[config.mk]
export PLATFORM = sky130hd
export DESIGN_NAME = psv_ram
export DESIGN_NICKNAME = d
export VERILOG_FILES = /design/src/rtl/plucked_string_voice_macros.svh /design/src/rtl/psv_ram.sv
export SDC_FILE = /design/constraint.sdc
export NUM_CORES = 2
export LEC_CHECK = 0
export BUFFER_PORTS_ARGS = -buffer_cell sky130_fd_sc_hd__clkbuf_2
export CORE_UTILIZATION = 55
export DETAILED_ROUTE_END_ITERATION = 7
export PLACE_DENSITY = 0.71
export SYNTH_ARGS = -nofsm -noshare
export SYNTH_HDL_FRONTEND = slang
export SYNTH_SLANG_ARGS = --single-unit
export TNS_END_PERCENT = 30
[constraint.sdc]
create_clock -name i_clk -period 3.4 [get_ports i_clk]
set_input_delay 0.68 -clock i_clk [delete_from_list [all_inputs] [get_ports i_clk]]
set_output_delay 0.68 -clock i_clk [all_outputs]
set_load 0.1 [all_outputs]
[src/rtl/plucked_string_voice_macros.svh]
// Assertion macros shared by the plucked string voice RTL.
`ifndef PLUCKED_STRING_VOICE_MACROS_SVH
`define PLUCKED_STRING_VOICE_MACROS_SVH

// Clocked assertion, disabled while reset is asserted.
`define PSV_ASSERT(lbl, clk, rstn, prop, msg) \
    lbl: assert property (@(posedge clk) disable iff (!(rstn)) prop) else $error(msg);

// Clocked assertion that also holds across reset.
`define PSV_ASSERT_NORST(lbl, clk, prop, msg) \
    lbl: assert property (@(posedge clk) prop) else $error(msg);

`endif

[src/rtl/psv_ram.sv]
// Generic single-write, single-read synchronous RAM with registered read data.
module psv_ram #(
    parameter int W_BITS = 16,
    parameter int DEPTH  = 256
) (
    input  logic                     i_clk,
    input  logic                     i_we,
    input  logic [$clog2(DEPTH)-1:0] i_waddr,
    input  logic [W_BITS-1:0]        i_wdata,
    input  logic                     i_re,
    input  logic [$clog2(DEPTH)-1:0] i_raddr,
    output logic [W_BITS-1:0]        o_rdata
);
    logic [W_BITS-1:0] r_mem [DEPTH];
    logic [W_BITS-1:0] r_rdata;

    always_ff @(posedge i_clk) begin
        if (i_we) begin
            r_mem[i_waddr] <= i_wdata;
        end
        if (i_re) begin
            r_rdata <= r_mem[i_raddr];
        end
    end

    assign o_rdata = r_rdata;
endmodule

==> run metrics <==
status=finished with violations; violated checks=setup timing; via count=82.4k; leading cell type in the layout, fill and taps excluded=edfxtp_1; syn_area_per_cell=21.6 sq um; R2R setup slack=0.16 ns; VDD IR max=568 uV; crit end category=flop; met3 usage=6.39%; vias in the first global route=81.7k; Final Skew=0.0816 ns; Iter 0 DRT Violations=11.6k; gr busiest metal=met2; Hold Path Class=in2reg; CP Cell Sequence=buf_12 -> buf_12 -> buf_12 -> mux4_2 -> mux2_2 -> a221oi_1 -> buf_4 -> o31ai_1 -> buf_4 -> o32ai_1 -> buf_4 -> nor4_1; setup TNS=-0.0255 ns; Tot GR Track Use=28.5%; combinational power share=5.6%; Design Area, Final=0.183 sq mm; FFs w/ async S/R, synth=0%; Post CTS Setup Buffer Count=0; worst-margin pin slew=1.14 ns; synthesized area=0.159 sq mm; CTS Hold Bufs=0; Startpoint Class=primary input; GP Congestion=0.905; switching share of power=21.3%; Synth Net Count=7395; FF+latch area=0.123 sq mm; clock power share=41.5%; DIE HEIGHT=539 um; worst-path maximum fanout=16; P per Cell Area=578 mW/mm^2; CTS Buf Count=402; gr ovfl total=0; DP Area=0.170 sq mm; Initial Util=55.5%; Post-synth EDFFs=4112; synth unique cells=51; minimum hold slack=0.116 ns; kind of critical path=in2reg; Sw Pwr=22.6 mW; Cell Rows=196; minimum clock period=3.43 ns; Buffers & Inverters on Critical Path=6; CTS tree=done; Final ANT Viol Nets=0; post-synthesis sequential area ratio=77.7%; GR Layer Usage met2=44.8%; fillers=18.3k; Ys Warns=0; slowest CP cell=a221oi_1; I/O pins=51; die width=539 um; PortBufs=50; most common flop cell mapped by yosys=edfxtp_1; initial antenna violation count=22; M1 GR Usage=39.2%; Worst slew margin=23.6%; 1st-pass router iterations=8; # setup viols final=1; fin crit share=101%; Int Power=83.2 mW; Critical Path AT=4.14 ns; first-pass GRT wire length=591 mm; HPWL after detailed placement=254 mm; clk sink count=4112; Max Slew Vio Count=0; most frequent cells in the layout=edfxtp_1 (4112), mux4_2 (797), buf_4 (791), mux2i_1 (565), clkbuf_16 (408); final hold viol count=0; DR WL/cell=33.7 um; NumNets Final=8319; fin worst setup slack=-0.0255 ns; CP delay by family, top=buffers and inverters; clk root buf=clkbuf_16; Seq pwr share=52.9%; fmax=0.292 GHz; unrepaired setup endpoints after global routing=no; leak pwr=59.4 nW; Routed WL=417 mm; die area=0.291 sq mm; layout cells sized above 1=28.7%; htree depth=5; clock-pin slew of the registers on the worst-case setup and hold paths=0.06 ns; Clock Latency Late Sink=0.96 ns; max cap viols=0; largest net degree at the start of global routing=141; Residual DRC=0; multi-input combinational cell area=0.0329 sq mm; Vias/cell=6.65; P&R area growth vs syn=15.2%; slowest stage delay, CP=0.66 ns; synthesis-stage register bit count=4112; Longest Clk Path Bufs=4; core area=0.286 sq mm; Critical Path RT=4.11 ns; Syn Inst Count=7360
-- routing by layer --
layer / up-vias / wire, um
met5: - / 63
met4: 10 / 17100
met3: 808 / 46700
met2: 5191 / 198000
met1: 43200 / 155000
li1: 33200 / -
-- power groups by stage --
stage	Sequential [mW]	Combinational (mW)	Clock (mW)
2_1_floorplan	57.2	2.76	0
3_3_place_gp	57.0	5.71	0
3_5_place_dp	57.1	5.82	0
4_1_cts	56.0	5.85	44.3
5_1_grt	56.0	6.10	46.2
6_report	56.0	5.90	44.0
-- worst register-to-register path: cells and delay by family, from the launching register on --
family	cells	cell delay [ns]
buf+inv	3	0.65
simple gates	1	0.05
mux	2	0.76
flops	1	0.36
compound gates	3	1.22
-- cell usage after synthesis (17+ instances only) --
master / n / share of area, %
edfxtp_1: 4112 / 78
mux4_2: 797 / 11
mux2i_1: 565 / 3.6
nor2_1: 304 / 0.72
o221ai_1: 252 / 1.4
clkbuf_1: 230 / 0.54
a21oi_1: 175 / 0.55
o22ai_1: 148 / 0.58
nor3_1: 92 / 0.29
mux2_2: 88 / 0.62
buf_6: 77 / 0.55
buf_2: 76 / 0.24
a22oi_1: 43 / 0.20
nand2_1: 38 / 0.090
o21ai_0: 37 / 0.12
nand3_1: 35 / 0.11
a22o_1: 32 / 0.18
a221oi_1: 28 / 0.15
buf_1: 27 / 0.064
buf_4: 26 / 0.12
nand4_1: 26 / 0.10
o32ai_1: 20 / 0.11
a211oi_1: 18 / 0.085
nor4_1: 17 / 0.067
-- path summary, 6_finish.rpt --
path,start,cells after the start,end
max,i_raddr[0],12,o_rdata[6]$_DFFE_PP_
min,i_wdata[10],1,r_mem[81][10]$_DFFE_PP_
max reg2reg,r_mem[139][6]$_DFFE_PP_,9,o_rdata[6]$_DFFE_PP_
min reg2reg,r_mem[193][0]$_DFFE_PP_,6,o_rdata[0]$_DFFE_PP_
-- area by class of cell --
type / instances / share of cell area, %
diodes: 10 / 0.0137
well taps: 3762 / 2.57
repair buffers: 972 / 4.92
multi-input cells: 2792 / 18.0
inverters: 4 / 0.0150
flip-flops and latches: 4112 / 67.4
clock inverters: 245 / 1.35
clock buffers: 487 / 5.74
-- state kept, by name (all words and copies together), names as in the netlist --
signal,count
o_rdata,16
r_mem,4096
-- timing repair --
action                                  4_1_cts  5_1_grt
pin swaps                                     0        0
gates resized for setup                       3        1
endpoints found under the setup margin        3        1
-- logic make-up (layout without fill, tap and decap cells) --
group / after synthesis / count (layout) / synth area share [%]
flops: 4112 / 4112 / 77.7
mux: 1450 / 1450 / 15.5
compound gates: 786 / 786 / 3.53
simple gates: 556 / 556 / 1.57
buf+inv: 456 / 1708 / 1.69
other cells: 0 / 10 / 0
-- metrics by stage --
stage	std cells	worst slack, ns	total power [mW]	utilization (%)
2_1_floorplan	7360	0.471	59.9	-
3_3_place_gp	11600	-1.08	62.7	59.4
3_5_place_dp	11600	-1.02	62.9	59.4
4_1_cts	12400	0.134	106	64.0
5_1_grt	12400	0.0260	108	64.0
6_report	12400	-0.0255	106	64.0
(Power assumes the default switching activity.)
