[src/rtl/plucked_string_voice_macros.svh]
// Assertion macros shared by the plucked string voice RTL.
`ifndef PLUCKED_STRING_VOICE_MACROS_SVH
`define PLUCKED_STRING_VOICE_MACROS_SVH

// Clocked assertion, disabled while reset is asserted.
`define PSV_ASSERT(lbl, clk, rstn, prop, msg) \
    lbl: assert property (@(posedge clk) disable iff (!(rstn)) prop) else $error(msg);

// Clocked assertion that also holds across reset.
`define PSV_ASSERT_NORST(lbl, clk, prop, msg) \
    lbl: assert property (@(posedge clk) prop) else $error(msg);

`endif

[src/rtl/psv_pkg.sv]
// Shared constants, types and saturation helper for the plucked string voice.
package psv_pkg;

    localparam int SAMPLE_BITS = 16;
    localparam int TABLE_DEPTH = 65536;
    localparam int MAX_DELAY   = 4096;

    localparam int LEN_CAP = (TABLE_DEPTH < 65536) ? TABLE_DEPTH : 65536;
    localparam int POS_W   = $clog2(LEN_CAP);
    localparam int LEN_W   = POS_W + 1;
    localparam int DELAY_W = $clog2(MAX_DELAY);
    localparam int FILL_W  = DELAY_W + 1;
    localparam int IDX_W   = ((POS_W > DELAY_W) ? POS_W : DELAY_W) + 2;
    localparam int XW      = (SAMPLE_BITS > 16) ? SAMPLE_BITS : 16;
    localparam int PW      = XW + 18;
    localparam int WIDE_W  = PW + 1;

    localparam int APB_AW = 5;
    localparam int APB_DW = 32;

    localparam logic [2:0] REG_DELAY   = 3'd0;
    localparam logic [2:0] REG_ALLPASS = 3'd1;
    localparam logic [2:0] REG_GAIN    = 3'd2;
    localparam logic [2:0] REG_LOWPASS = 3'd3;
    localparam logic [2:0] REG_LENGTH  = 3'd4;

    localparam logic [11:0] RST_DELAY   = 12'd100;
    localparam logic [15:0] RST_ALLPASS = 16'd32768;
    localparam logic [15:0] RST_GAIN    = 16'd32440;
    localparam logic [15:0] RST_LOWPASS = 16'd16384;
    localparam logic [16:0] RST_LENGTH  = 17'd65536;

    localparam logic [15:0] COEF_ONE = 16'h8000;

    localparam logic OP_PLUCK = 1'b0;
    localparam logic OP_TICK  = 1'b1;

    typedef logic signed [SAMPLE_BITS-1:0] t_sample;
    typedef logic signed [WIDE_W-1:0]      t_wide;

    localparam t_wide RND15   = WIDE_W'(16384);
    localparam t_wide RND16   = WIDE_W'(32768);
    localparam t_wide SAT_MAX = WIDE_W'((1 << (SAMPLE_BITS - 1)) - 1);
    localparam t_wide SAT_MIN = WIDE_W'(-(1 << (SAMPLE_BITS - 1)));

    typedef struct packed {
        logic [DELAY_W-1:0] delay;
        logic [15:0]        allpass_coef;
        logic [15:0]        loop_gain;
        logic [15:0]        lowpass_coef;
        logic [LEN_W-1:0]   len;
    } t_cfg;

    function automatic t_sample sat_sample(input t_wide x);
        t_sample r;
        if (x > SAT_MAX) begin
            r = SAT_MAX[SAMPLE_BITS-1:0];
        end else if (x < SAT_MIN) begin
            r = SAT_MIN[SAMPLE_BITS-1:0];
        end else begin
            r = x[SAMPLE_BITS-1:0];
        end
        return r;
    endfunction

endpackage

[src/rtl/psv_cfg.sv]
// APB configuration registers with range clamping for the plucked string voice.
module psv_cfg
    import psv_pkg::*;
(
    input  logic              i_clk,
    input  logic              i_rst_n,
    input  logic              psel,
    input  logic              penable,
    input  logic              pwrite,
    input  logic [APB_AW-1:0] paddr,
    input  logic [APB_DW-1:0] pwdata,
    output logic [APB_DW-1:0] prdata,
    output logic              pready,
    output t_cfg              o_cfg
);
    logic [11:0] r_delay;
    logic [15:0] r_apc;
    logic [15:0] r_gain;
    logic [15:0] r_lpc;
    logic [16:0] r_len;
    logic        w_wr;
    logic [31:0] w_dl;
    logic [31:0] w_ln;

    assign pready = 1'b1;
    assign w_wr   = psel && penable && pwrite;

    always_ff @(posedge i_clk) begin
        if (!i_rst_n) begin
            r_delay <= RST_DELAY;
            r_apc   <= RST_ALLPASS;
            r_gain  <= RST_GAIN;
            r_lpc   <= RST_LOWPASS;
            r_len   <= RST_LENGTH;
        end else if (w_wr) begin
            case (paddr[4:2])
                REG_DELAY:   r_delay <= pwdata[11:0];
                REG_ALLPASS: r_apc   <= pwdata[15:0];
                REG_GAIN:    r_gain  <= pwdata[15:0];
                REG_LOWPASS: r_lpc   <= pwdata[15:0];
                REG_LENGTH:  r_len   <= pwdata[16:0];
                default: ;
            endcase
        end
    end

    always_comb begin
        case (paddr[4:2])
            REG_DELAY:   prdata = {20'b0, r_delay};
            REG_ALLPASS: prdata = {16'b0, r_apc};
            REG_GAIN:    prdata = {16'b0, r_gain};
            REG_LOWPASS: prdata = {16'b0, r_lpc};
            REG_LENGTH:  prdata = {15'b0, r_len};
            default:     prdata = '0;
        endcase
    end

    always_comb begin
        w_dl = {20'b0, r_delay};
        if (w_dl < 32'd1) begin
            w_dl = 32'd1;
        end else if (w_dl > 32'(MAX_DELAY - 1)) begin
            w_dl = 32'(MAX_DELAY - 1);
        end
        w_ln = {15'b0, r_len};
        if (w_ln < 32'd2) begin
            w_ln = 32'd2;
        end else if (w_ln > 32'(LEN_CAP)) begin
            w_ln = 32'(LEN_CAP);
        end
        o_cfg.delay        = DELAY_W'(w_dl);
        o_cfg.allpass_coef = (r_apc > COEF_ONE) ? COEF_ONE : r_apc;
        o_cfg.loop_gain    = r_gain;
        o_cfg.lowpass_coef = (r_lpc > COEF_ONE) ? COEF_ONE : r_lpc;
        o_cfg.len          = LEN_W'(w_ln);
    end
endmodule

[config.mk]
export PLATFORM = sky130hd
export DESIGN_NAME = psv_cfg
export DESIGN_NICKNAME = d
export VERILOG_FILES = /design/src/rtl/plucked_string_voice_macros.svh /design/src/rtl/psv_pkg.sv /design/src/rtl/psv_cfg.sv
export SDC_FILE = /design/constraint.sdc
export NUM_CORES = 1
export LEC_CHECK = 0
export BUFFER_PORTS_ARGS = -buffer_cell sky130_fd_sc_hd__buf_2
export CAP_MARGIN = 25
export CORE_MARGIN = 2
export CORE_UTILIZATION = 30
export CTS_CLUSTER_DIAMETER = 50
export DETAILED_ROUTE_END_ITERATION = 10
export GPL_TIMING_DRIVEN = 0
export PLACE_DENSITY = 0.51
export SLEW_MARGIN = 5
export SYNTH_ARGS = -nofsm -noshare
export SYNTH_HDL_FRONTEND = slang
export SYNTH_SLANG_ARGS = --single-unit
[constraint.sdc]
create_clock -name i_clk -period 1.7 [get_ports i_clk]
set_input_delay 0.17 -clock i_clk [delete_from_list [all_inputs] [get_ports i_clk]]
set_output_delay 0.17 -clock i_clk [all_outputs]
set_load 0.01 [all_outputs]
==> results.cfg <==
[setup_path]
startpoint = r_len[13]$_SDFFE_PN0P_
rrSetupSlack_ns = 0.56
reg2regPathDepth = 3
timing.rr.start = r_len[16]$_SDFFE_PN1P_
cp.required_ns = 1.53
cp-start-kind = register
endpoint_kind = output port
reg2reg_to = r_len[16]$_SDFFE_PN1P_
critPathArrivalTime_ns = 1.64
worstPathMaxFanout = 6
worstSetupPathType = register to output port

[grt]
grt_util_met2 = 0.322
antenna_found_initial = 0
grt_max_degree = 13
overflow = 0
met3_usage = 0.0398
grt_pass1_wl_um = 22300
busiest_layer = met2
met1_usage = 0.275
grt_pass1_vias = 3809
grt_usage = 0.201

[sta]
hold_slack_ns = 0.133
post-route-period-util = 1.06
rsz0062_at_grt = true
relSlewSlack = 0.496
drv_slew = 0
setup_viol_count_final = 20
worst_pin_slew_ns = 0.750
finalClockSkew_ns = 0
hold_viol = 0
fmax_mhz = 553
tns_ns = -0.963
final.setup.worst_slack_ns = -0.109
finalCriticalPeriod_ns = 1.81

[logic_synthesis]
synthArstFlopShare = 0
synth-seq-cells = 77
yosysWarnings = 0
synth.distinct_cells = 34
synthCells = 471
ys_seq_area_frac = 0.370
synth_edf_count = 0
syn_area_per_cell_um2 = 8.85
syn_area_um2 = 4170
synthFlopType = dfxtp_1

[finish]
fillerInstances = 1397
layout_commonest_cell = buf_2
layout_common_cells = buf_2, mux2i_1, nand2_1, dfxtp_1, nor2b_1
antenna_cells = 0
nets = 658
drive_gt1_frac = 0.349
syn_to_final_growth_pct = 35.9

[power_and_ir_drop]
p_per_area_nw_per_um2 = 781
p_leak_nw = 2.48
peakVddDrop_uv = 516
finalPower_mw = 4.42

[floorplanning]
num_rows = 43
fp.dieW_um = 122
core_area_um2 = 13700
start_util = 0.304
ioPinCount = 152
dieArea_um2 = 14800
fp.dieH_um = 122

[cts]
worstSkewPairLatency_ns = 0.33
numClockSinks = 77
cts_max_path_buffers = 2
cts_max_level = 3
cts_hold_buf = 0
cts_tree = yes
numCtsBuffers = 9
cts-root-buf = clkbuf_16
clkTransAtPathRegs_ns = 0.06

[drt]
viasPerCell = 4.83
antenna_left = 0
dr.first_iter.drc_count = 296
vias = 3872
drt-pass1-iter-count = 4
drc_errors = 0
routed_wirelength_um = 14900
wl_per_cell_um = 18.7

[outcome]
violations = setup timing
outcome = finished, violations left

[placement]
dpl.hpwl_um = 11700
numPortBuffers = 116
place.gp.congestion = 0.937

[min_path]
worstHoldStart = pwdata[6]
whs_endpoint = r_delay[6]$_SDFFE_PN1P_
hold_depth = 3
hp-class = input pin to register

[run]
drv_cap = 0
## area by class of cell
cell class	instances	area (um2)	share of cell area
Timing Repair Buffer	120	617	0.109
Multi-Input combinational cell	331	2520	0.445
Sequential cell	77	1570	0.277
Buffer	62	347	0.0612
Tap cell	180	225	0.0398
Inverter	15	56.3	0.00994
Clock buffer	12	256	0.0453
Clock inverter	4	70.1	0.0124
## registers in the layout, indices dropped and copies added, names as in the netlist
name     cells
r_apc       16
r_delay     12
r_gain      16
r_len       17
r_lpc       16
## report_power, final
part	internal, mW	switching [mW]
clock	1.36	0.766
sequential	1.81	0.0197
combinational	0.178	0.280
## per-layer routing
metal	up-vias	routed length, um
met5	-	0
met4	0	316
met3	22	789
met2	129	6900
met1	1834	6930
li1	1887	-
## synth_stat cells, types with 2 or more instances
library cell   n  area share
a22oi_1        4      0.0072
a2bb2oi_1     12       0.025
a41oi_1        3      0.0063
buf_2         10       0.012
buf_4         17       0.031
clkbuf_1      33       0.030
conb_1         2      0.0018
dfxtp_1       77        0.37
inv_1         15       0.014
mux2_2         4       0.011
mux2i_1       90        0.22
nand2_1       77       0.069
nand2b_1       3      0.0045
nand4_1        2      0.0030
nor2_4         2      0.0054
nor2b_1       54       0.081
nor3_1         6      0.0072
nor4_1        12       0.018
o211ai_1       2      0.0036
o21ai_0        9       0.011
o22ai_1       12       0.018
o2bb2ai_1      4      0.0084
o311ai_0       9       0.019
o31ai_1        2      0.0036
## how the worst max path moves through the flow
| stage | endpoint | slack, ns |
|---|---|---|
| after floorplan | o_cfg[10] | 0.38 |
| after detailed placement | prdata[3] | -0.12 |
| final | o_cfg[10] | -0.11 |
| after global routing | o_cfg[10] | -0.17 |
| after CTS | o_cfg[8] | -0.14 |
| after global placement | prdata[3] | -0.08 |
## timing repair
action                                  in CTS  in global routing
endpoints found under the hold margin        0                  0
setup buffers                                3                  1
resized for setup                           39                 27
endpoints found under the setup margin      32                 34
pin swaps                                   11                 11
## worst max-delay path, cell delays in order, from the launching register on
cell and delay, ns:
dfxtp_4 0.35, nor4_4 0.37, a41oi_4 0.23, nor2b_1 0.20
buf_2 0.15
## stage by stage
| stage | area, um2 | instances | util | worst slack, ns |
|---|---|---|---|---|
| finish | 5660 | 801 | 0.413 | -0.109 |
| global route | 5660 | 801 | 0.413 | -0.174 |
| CTS | 5560 | 800 | 0.405 | -0.140 |
| detailed placement | 5020 | 781 | 0.366 | -0.120 |
| global placement | 5020 | 781 | 0.366 | -0.0827 |
| floorplan | 4220 | 485 | - | 0.382 |
## cells by family after synthesis
| logic type | share of synthesized area |
|---|---|
| simple gates | 0.204 |
| mux | 0.227 |
| flops | 0.370 |
| buf+inv | 0.0922 |
| compound gates | 0.105 |
| other cells | 0.00180 |
No activity file was read; power rests on OpenSTA's default activity.
